$ cat src/hw/rtl/ddf_pkg.sv
`timescale 1ns / 1ps
// Package for the digit display formatter: sizes, request codes and glyph constants.
// No dependencies; imported by the top level and by its checker.
package ddf_pkg;

  localparam int ROWS        = 3;
  localparam int DIGITS      = 6;
  localparam int VALUE_W     = 31;
  localparam int ROW_W       = 2;
  localparam int CELL_W      = 3;
  localparam int GLYPH_W     = 5;
  localparam int REQ_W       = 2;
  localparam int IN_TDATA_W  = 40;
  localparam int OUT_TDATA_W = 16;
  localparam int BCD_W       = DIGITS * 4;
  localparam int IDX_W       = $clog2(ROWS * DIGITS);
  localparam int BIT_CNT_W   = $clog2(VALUE_W);

  localparam logic [REQ_W-1:0] REQ_HEX   = 2'd0;
  localparam logic [REQ_W-1:0] REQ_DEC   = 2'd1;
  localparam logic [REQ_W-1:0] REQ_CLEAR = 2'd2;

  localparam logic [GLYPH_W-1:0] BLANK_GLYPH = 5'd16;

endpackage

$ cat src/hw/rtl/digit_display_formatter.sv
`timescale 1ns / 1ps
// Digit display formatter: turns a value into a row of hex or decimal glyphs
// with leading blanking and reports, per cell, whether the glyph changed.
// Depends on ddf_pkg.
//
// Usage:
//   Input words arrive on in_* (tuser = request kind, tdata = row and value).
//   A set request (hex or decimal) for a valid row produces DIGITS output words
//   on out_*, one per cell from left to right; tlast marks the rightmost cell.
//   A clear request blanks every stored cell and produces no output words.
//   Unused request codes and rows beyond the display are dropped silently.
// Timing:
//   The value is shifted in one bit per cycle through a BCD double-dabble
//   register (hex mode skips the add-3 correction). The cells then leave
//   one per cycle through the output register as long as the receiver
//   accepts them. in_tready is high only while no conversion or emission
//   is running.
// Reset and stall:
//   rst_n (synchronous) returns the control to idle and blanks every cell.
//   A stalled receiver holds the current word; emission simply waits.
module digit_display_formatter
  import ddf_pkg::*;
(
  input  logic                   clk,
  input  logic                   rst_n,
  input  logic                   in_tvalid,
  output logic                   in_tready,
  input  logic [IN_TDATA_W-1:0]  in_tdata,   // [1:0] row_select, [32:2] value, rest zero
  input  logic [REQ_W-1:0]       in_tuser,   // [1:0] req_type
  output logic                   out_tvalid,
  input  logic                   out_tready,
  output logic [OUT_TDATA_W-1:0] out_tdata,  // [1:0] out_row, [4:2] cell_index, [9:5] glyph
  output logic                   out_tuser,  // [0] changed
  output logic                   out_tlast
);

  localparam logic [1:0] ST_IDLE = 2'd0;
  localparam logic [1:0] ST_CONV = 2'd1;
  localparam logic [1:0] ST_EMIT = 2'd2;

  logic [1:0]           state_r, state_nxt;
  logic [VALUE_W-1:0]   bin_r, bin_nxt;
  logic [BCD_W-1:0]     bcd_r, bcd_nxt;
  logic                 ovf_r, ovf_nxt;
  logic                 dec_r, dec_nxt;
  logic [ROW_W-1:0]     row_r, row_nxt;
  logic [BIT_CNT_W-1:0] bit_cnt_r, bit_cnt_nxt;
  logic [CELL_W-1:0]    cell_r, cell_nxt;
  logic                 seen_r, seen_nxt;

  logic [GLYPH_W-1:0]   shown_r [ROWS*DIGITS];

  logic                 out_valid_r, out_valid_nxt;
  logic [ROW_W-1:0]     out_row_r;
  logic [CELL_W-1:0]    out_cell_r;
  logic [GLYPH_W-1:0]   out_glyph_r;
  logic                 out_changed_r;
  logic                 out_last_r;

  logic                 in_acc;
  logic [REQ_W-1:0]     in_req;
  logic [ROW_W-1:0]     in_row;
  logic                 start_set;
  logic                 start_clear;
  logic [BCD_W-1:0]     bcd_adj;
  logic [3:0]           top_digit;
  logic                 last_cell;
  logic                 seen_now;
  logic [GLYPH_W-1:0]   cell_glyph;
  logic [IDX_W-1:0]     cell_idx;
  logic                 out_load;

  assign in_tready   = (state_r == ST_IDLE);
  assign in_acc      = in_tvalid && in_tready;
  assign in_req      = in_tuser;
  assign in_row      = in_tdata[ROW_W-1:0];
  assign start_set   = in_acc && ((in_req == REQ_HEX) || (in_req == REQ_DEC))
                       && ({1'b0, in_row} < (ROW_W+1)'(ROWS));
  assign start_clear = in_acc && (in_req == REQ_CLEAR);

  // Double-dabble correction: in decimal mode each digit of five or more gets
  // three added before the shift. Digits are independent, so this is one narrow level.
  always_comb begin
    bcd_adj = bcd_r;
    for (int d = 0; d < DIGITS; d++) begin
      if (dec_r && (bcd_r[d*4 +: 4] >= 4'd5)) begin
        bcd_adj[d*4 +: 4] = bcd_r[d*4 +: 4] + 4'd3;
      end
    end
  end

  // Leading cells stay blank until the first nonzero digit, but the rightmost
  // cell always shows. When digits were dropped off the top, nothing is blanked.
  assign top_digit  = bcd_r[BCD_W-1 -: 4];
  assign last_cell  = (cell_r == CELL_W'(DIGITS - 1));
  assign seen_now   = seen_r || (top_digit != 4'd0) || ovf_r || last_cell;
  assign cell_glyph = seen_now ? {1'b0, top_digit} : BLANK_GLYPH;
  assign cell_idx   = IDX_W'(row_r) * IDX_W'(DIGITS) + IDX_W'(cell_r);
  assign out_load   = (state_r == ST_EMIT) && (!out_valid_r || out_tready);

  always_comb begin
    state_nxt   = state_r;
    bin_nxt     = bin_r;
    bcd_nxt     = bcd_r;
    ovf_nxt     = ovf_r;
    dec_nxt     = dec_r;
    row_nxt     = row_r;
    bit_cnt_nxt = bit_cnt_r;
    cell_nxt    = cell_r;
    seen_nxt    = seen_r;
    unique case (state_r)
      ST_IDLE: begin
        if (start_set) begin
          bin_nxt     = in_tdata[ROW_W +: VALUE_W];
          bcd_nxt     = '0;
          ovf_nxt     = 1'b0;
          dec_nxt     = (in_req == REQ_DEC);
          row_nxt     = in_row;
          bit_cnt_nxt = '0;
          state_nxt   = ST_CONV;
        end
      end
      ST_CONV: begin
        bin_nxt     = {bin_r[VALUE_W-2:0], 1'b0};
        bcd_nxt     = {bcd_adj[BCD_W-2:0], bin_r[VALUE_W-1]};
        ovf_nxt     = ovf_r || bcd_adj[BCD_W-1];
        bit_cnt_nxt = bit_cnt_r + BIT_CNT_W'(1);
        if (bit_cnt_r == BIT_CNT_W'(VALUE_W - 1)) begin
          cell_nxt  = '0;
          seen_nxt  = 1'b0;
          state_nxt = ST_EMIT;
        end
      end
      ST_EMIT: begin
        if (out_load) begin
          bcd_nxt  = {bcd_r[BCD_W-5:0], 4'd0};
          cell_nxt = cell_r + CELL_W'(1);
          seen_nxt = seen_now;
          if (last_cell) begin
            state_nxt = ST_IDLE;
          end
        end
      end
      default: state_nxt = ST_IDLE;
    endcase
  end

  always_comb begin
    out_valid_nxt = out_valid_r;
    if (out_load) begin
      out_valid_nxt = 1'b1;
    end else if (out_tready) begin
      out_valid_nxt = 1'b0;
    end
  end

  always_ff @(posedge clk) begin
    if (!rst_n) begin
      state_r     <= ST_IDLE;
      out_valid_r <= 1'b0;
    end else begin
      state_r     <= state_nxt;
      out_valid_r <= out_valid_nxt;
    end
  end

  always_ff @(posedge clk) begin
    bin_r     <= bin_nxt;
    bcd_r     <= bcd_nxt;
    ovf_r     <= ovf_nxt;
    dec_r     <= dec_nxt;
    row_r     <= row_nxt;
    bit_cnt_r <= bit_cnt_nxt;
    cell_r    <= cell_nxt;
    seen_r    <= seen_nxt;
    if (out_load) begin
      out_row_r     <= row_r;
      out_cell_r    <= cell_r;
      out_glyph_r   <= cell_glyph;
      out_changed_r <= (shown_r[cell_idx] != cell_glyph);
      out_last_r    <= last_cell;
    end
  end

  // Glyph store: blanked by reset and by a clear request, one cell written
  // per emitted word.
  always_ff @(posedge clk) begin
    if (!rst_n || start_clear) begin
      for (int i = 0; i < ROWS * DIGITS; i++) begin
        shown_r[i] <= BLANK_GLYPH;
      end
    end else if (out_load) begin
      shown_r[cell_idx] <= cell_glyph;
    end
  end

  assign out_tvalid = out_valid_r;
  assign out_tdata  = {(OUT_TDATA_W - ROW_W - CELL_W - GLYPH_W)'(0),
                       out_glyph_r, out_cell_r, out_row_r};
  assign out_tuser  = out_changed_r;
  assign out_tlast  = out_last_r;

endmodule

$ cat config.mk
export PLATFORM = sky130hd
export DESIGN_NAME = digit_display_formatter
export DESIGN_NICKNAME = d
export VERILOG_FILES = /design/src/hw/rtl/ddf_pkg.sv /design/src/hw/rtl/digit_display_formatter.sv
export SDC_FILE = /design/constraint.sdc
export NUM_CORES = 1
export LEC_CHECK = 0
export BUFFER_PORTS_ARGS = -buffer_cell sky130_fd_sc_hd__buf_4
export CELL_PAD_IN_SITES_DETAIL_PLACEMENT = 1
export CELL_PAD_IN_SITES_GLOBAL_PLACEMENT = 2
export CORE_ASPECT_RATIO = 0.7
export CORE_MARGIN = 2
export CORE_UTILIZATION = 47
export CTS_CLUSTER_DIAMETER = 30
export CTS_CLUSTER_SIZE = 28
export DETAILED_ROUTE_END_ITERATION = 8
export GPL_TIMING_DRIVEN = 1
export PLACE_DENSITY = 0.94
export SYNTH_ARGS = -nofsm -noshare
export SYNTH_HDL_FRONTEND = slang
export SYNTH_SLANG_ARGS = --single-unit
$ cat constraint.sdc
create_clock -name clk -period 7.05 [get_ports clk]
set_clock_uncertainty 0.15 [all_clocks]
set_input_delay 0.705 -clock clk [delete_from_list [all_inputs] [get_ports clk]]
set_output_delay 0.705 -clock clk [all_outputs]
set_load 0.1 [all_outputs]
=== Yosys cells after proc, flatten, opt, wreduce, memory -nomap -nowiden ===
Memories as Yosys holds them, arrays and structs flattened.
Index checks and enable logic that the tools add are counted.

* Register bits: 83
* Latch bits: 0
* RAM bits: 90
* Bits in read-only memories: 0
* Bits of input ports: 46
* Word-level logic and storage cells: 114
* Memories kept: 1

* Add/sub/neg operators: 9
* Multiply operators: 1
* Divide/modulo/power cells: 0
* Magnitude comparators: 7
* Equality and inequality tests: 11
* Shift-type cells: 0
* Muxes and demuxes: 37
* Bitwise logic cells: 0
* Reductions and logical operators: 33

{| class="wikitable"
|+ Memories
! name !! words !! width !! read ports !! clocked after Yosys merged registers in !! wr ports !! RTL line !! RTL
|-
| shown_r || 18 || 5 || 1 || 0 || 18 || digit_display_formatter.sv:51 || <nowiki>logic [GLYPH_W-1:0] shown_r [ROWS*DIGITS];</nowiki>
|}

{| class="wikitable"
|+ Operator list
! kind !! count
|-
| 24-bit one-hot mux with 3 select lines || 1
|-
| 31-bit one-hot mux with 2 select lines || 1
|-
| 24-bit 2-to-1 mux || 2
|-
| 31-bit 2-to-1 mux || 1
|-
| 4-bit by 2-bit adder with 4-bit output, second input constant || 6
|-
| 4-bit by 3-bit greater-or-equal comparator with 1-bit output, second input constant || 6
|-
| 4-bit 2-to-1 mux || 6
|-
| 5-bit 2-to-1 mux || 4
|-
| 1-bit logical AND || 11
|-
| 1-bit 2-to-1 mux || 11
|-
| 5-bit one-hot mux with 2 select lines || 1
|-
| 2-bit 2-to-1 mux || 4
|-
| 1-bit logical OR || 7
|-
| 3-bit 2-to-1 mux || 2
|-
| 2-bit != test, second input constant || 3
|-
| 2-bit one-hot mux with 3 select lines || 1
|-
| 3-bit one-hot mux with 2 select lines || 1
|-
| 3-bit AND reduction || 2
|-
| 2-bit nonzero test || 3
|-
| 5-bit by 1-bit adder with 5-bit output, second input constant || 1
|-
| 5-bit by 3-bit adder with 5-bit output || 1
|-
| 5-bit == test, second input constant || 1
|-
| 5-bit != test || 1
|-
| 5-bit OR reduction || 1
|-
| other kinds (14) || 20
|}

=== Logic depth before layout (Yosys ltp) ===
* Depth after elaboration: 8
* Gate-level depth with buffers: 12
* Gate-level depth less buffers: 11

=== Least setup slack after synthesis ===
No wires, ideal clock.

* Kind: register to register
* From: reg state_r[0]
* To: reg bin_r[0] (enable)
* Arrival time: 3846 ps
* Path slack: 2572 ps
* Stages on the path, launching flop included: 4
* Buffers on the path: 0
* Period minus slack after synthesis: 4478 ps
* Path through: dfxtp_1 -> inv_1 -> ha_1 -> o21ai_0

* Cells in the longest elaborated chain, start to end: 6

{| class="wikitable"
|+ Ends and longest elaborated chain
! what !! RTL line !! RTL
|-
| start: declaration || digit_display_formatter.sv:41 || <nowiki>logic [1:0] state_r, state_nxt;</nowiki>
|-
| start signal: assignment || digit_display_formatter.sv:162 || <nowiki>state_r <= state_nxt;</nowiki>
|-
| 2-bit logical NOT * || digit_display_formatter.sv:73 || <nowiki>assign in_tready = (state_r == ST_IDLE);</nowiki>
|-
| named net in_tready || digit_display_formatter.sv:27 || <nowiki>output logic in_tready,</nowiki>
|-
| 1-bit logical AND || digit_display_formatter.sv:74 || <nowiki>assign in_acc = in_tvalid && in_tready;</nowiki>
|-
| 1-bit logical AND || digit_display_formatter.sv:77 || <nowiki>assign start_set = in_acc && ((in_req == REQ_HEX) || (in_req == REQ_DEC))</nowiki>
|-
| 1-bit logical AND || digit_display_formatter.sv:78 || <nowiki>&& ({1'b0, in_row} < (ROW_W+1)'(ROWS));</nowiki>
|-
| 2-bit by 1-bit != test with 1-bit output (no line) || n/a ||
|-
| 2-bit AND reduction (no line) * || n/a ||
|-
| end signal: assignment || digit_display_formatter.sv:168 || <nowiki>bin_r <= bin_nxt;</nowiki>
|-
| end: declaration || digit_display_formatter.sv:42 || <nowiki>logic [VALUE_W-1:0] bin_r, bin_nxt;</nowiki>
|}

The timed path passes the listed nets; every way through them passes the cells marked *.
A chain may end at the register's enable or synchronous reset.

==> reports/results.tsv <==
metric	value	unit
hpwl	20.7	mm
antenna_found_initial	2	
drt-pass1-iter-count	7	
path_max_fanout	22	
grtUsageTotal	0.261	
fmax	0.210	GHz
synthXorXnorAreaFrac	0.0197	
slew_headroom	0.148	
slew_violations	0	
worstSetupPathType	register to register	
syn2layout_area_growth	19.3	%
grt_max_degree	57	
vdd_ir_drop_max	0.000192	V
synth.area.mux_share	0.121	
grt_pass1_wl	49.5	mm
fin_tns_setup	0	ns
vias	7536	
syn_area	11600	um2
design_area	13800	um2
min_period	4.75	ns
path_clk_slew	0.05	ns
routedWlPerCell	25.7	um
syn_avg_cell_area	13.7	um2
finalCritPeriodShare	0.674	
synth_compound_area_frac	0.0565	
fin_nets	984	
vias_per_cell	5.95	
min_path_type	primary input to register	
clk_latency	0.54	ns
root_buffer	clkbuf_16	
final_hold_viol_count	0	
ctsResizeCount	0	
synth_adder_area_share	0.0299	
synth_simple_gate_area_frac	0.110	
boundaryPins	66	
crit_path_end_kind	register	
cts_hold_buf	0	
status	finished, final reports clean	
antenna_left	0	
synth-edff-count	240	
clk_path_buf_depth	3	
portBuffers	52	
synth.ff_latch_count	243	
cts_tree	done	
cts_made_buffers	45	
cts_sinks	243	
initial_core_util	0.484	
synthCells	846	
num_rows	47	
core-area	23900	um2
dieWidth	191	um
cellPowerDensity	401	nW/um2
async_flop_share	0	
synth-main-ff-cell	edfxtp_1	
synth_cell_types	53	
overflow	0	
route.detailed.drc	0	
cp.arrival	4.76	ns
p_leak	5.07	nW
grt_pass1_vias	8056	
ys_warn_count	0	
start_kind	register	
die_y	135	um
gp_congestion	0.863	
synth_top_family_by_area	multiplexers	
cap_viol_max_count	0	
synth_seq_area_share	0.628	
post-cts-setup-buffers	0	
drt-total-wl	32.6	mm
worst_pin_slew	1.27	ns
drive_above_1_share	0.208	
drt-initial-drc-count	587	
cts_max_level	2	
required	7.05	ns
grt_setup_unrepaired	no	
n_antenna_cell	0	
nFillCells	2307	
fp.dieArea	25900	um2
setup_viol	0	
placed_cell_area	12200	um2
## stage by stage
| stage | setup WS [ns] | hold slack, ns | power, mW | util | std cells |
|---|---|---|---|---|---|
| finish | 2.30 | 0.211 | 5.53 | 0.578 | 1266 |
| global route | 2.05 | 0.198 | 5.73 | 0.578 | 1266 |
| CTS | 2.35 | 0.197 | 5.53 | 0.578 | 1266 |
| detailed placement | 2.52 | 0.373 | 3.27 | 0.512 | 1182 |
| global placement | 2.73 | 0.362 | 3.22 | 0.512 | 1182 |
| floorplan | 2.57 | 0.309 | 2.87 | - | 851 |
## sequential cells by signal, summed over array words and instances (netlist names)
| signal | cells |
|---|---|
| row_r | 2 |
| out_glyph_r | 5 |
| bit_cnt_r | 5 |
| dec_r | 1 |
| out_row_r | 2 |
| cell_r | 3 |
| state_r | 2 |
| shown_r | 160 |
| out_tlast | 1 |
| out_tuser | 1 |
| ovf_r | 1 |
| out_cell_r | 3 |
| out_tvalid | 1 |
| bin_r | 31 |
| seen_r | 1 |
| bcd_r | 24 |
## worst max-delay path, cell delays in order, from the launching register on
cell and delay [ns]:
dfxtp_1 0.36, inv_1 0.16, ha_1 0.77, nand2_1 0.29
inv_1 0.61, nand2_1 0.35, nor2_1 0.73, nand2_1 0.24
nor3_1 0.69
## layout make-up
class,count,area [um2],area share
multi-input combinational,523,3960,0.287
timing repair buffer,64,480,0.0348
inverter,34,128,0.00925
sequential,243,7270,0.527
tap,318,398,0.0288
clock buffer,48,1180,0.0855
clock inverter,36,387,0.0280
## synth_stat cells (14+ instances only)
| library cell | number | area, um2 |
|---|---|---|
| a22oi_1 | 35 | 263 |
| clkbuf_1 | 27 | 101 |
| edfxtp_1 | 240 | 7210 |
| ha_1 | 26 | 325 |
| inv_1 | 32 | 120 |
| mux2_2 | 32 | 360 |
| mux2i_1 | 54 | 541 |
| nand2_1 | 53 | 199 |
| nand3_1 | 22 | 110 |
| nor2_1 | 94 | 353 |
| nor2b_1 | 26 | 163 |
| nor3_1 | 14 | 70.1 |
| o211ai_1 | 20 | 150 |
| xnor2_1 | 19 | 166 |
## routing by layer
metal | GRT usage | vias up | wire, um
met2 | 0.407 | 295 | 15100
met1 | 0.358 | 3869 | 14100
li1 | - | 3306 | -
met4 | 0.0692 | 2 | 627
met3 | 0.0793 | 64 | 2800
met5 | 0 | - | 8
## power by group
group,internal (mW),total [mW],switching (mW)
clock network,1.42,2.22,0.802
logic,0.482,1.39,0.906
registers,1.80,1.92,0.117
## layout by cell type, fill, tap and decap left out, types with 24 or more instances in the layout
master	netlist	final
nand2_1	53	53
clkbuf_16	0	47
nor2b_1	26	26
ha_1	26	24
a22oi_1	35	35
nor2_1	94	94
inv_1	32	32
edfxtp_1	240	240
mux2_2	32	32
buf_4	9	64
mux2i_1	54	54
## cells by family after synthesis
| logic type | count (synthesis) |
|---|---|
| AO/OA/AOI/OAI | 92 |
| XOR/XNOR | 26 |
| adder cells (fa/ha/maj) | 27 |
| buffers and inverters | 85 |
| flip-flops | 243 |
| multiplexers | 106 |
| other | 1 |
| AND/OR/NAND/NOR | 266 |
## path summary, 6_finish.rpt
kind,start,slack (ns),end,cells after the start
setup / recovery,state_r[0],2.30,shown_r[28][3],8
hold / removal,in_tdata[1],0.21,row_r[1],1
setup reg to reg,state_r[0],2.30,shown_r[28][3],8
hold reg to reg,bin_r[2],0.39,bin_r[3],1
Note: power is estimated with default switching activity, not from simulation.
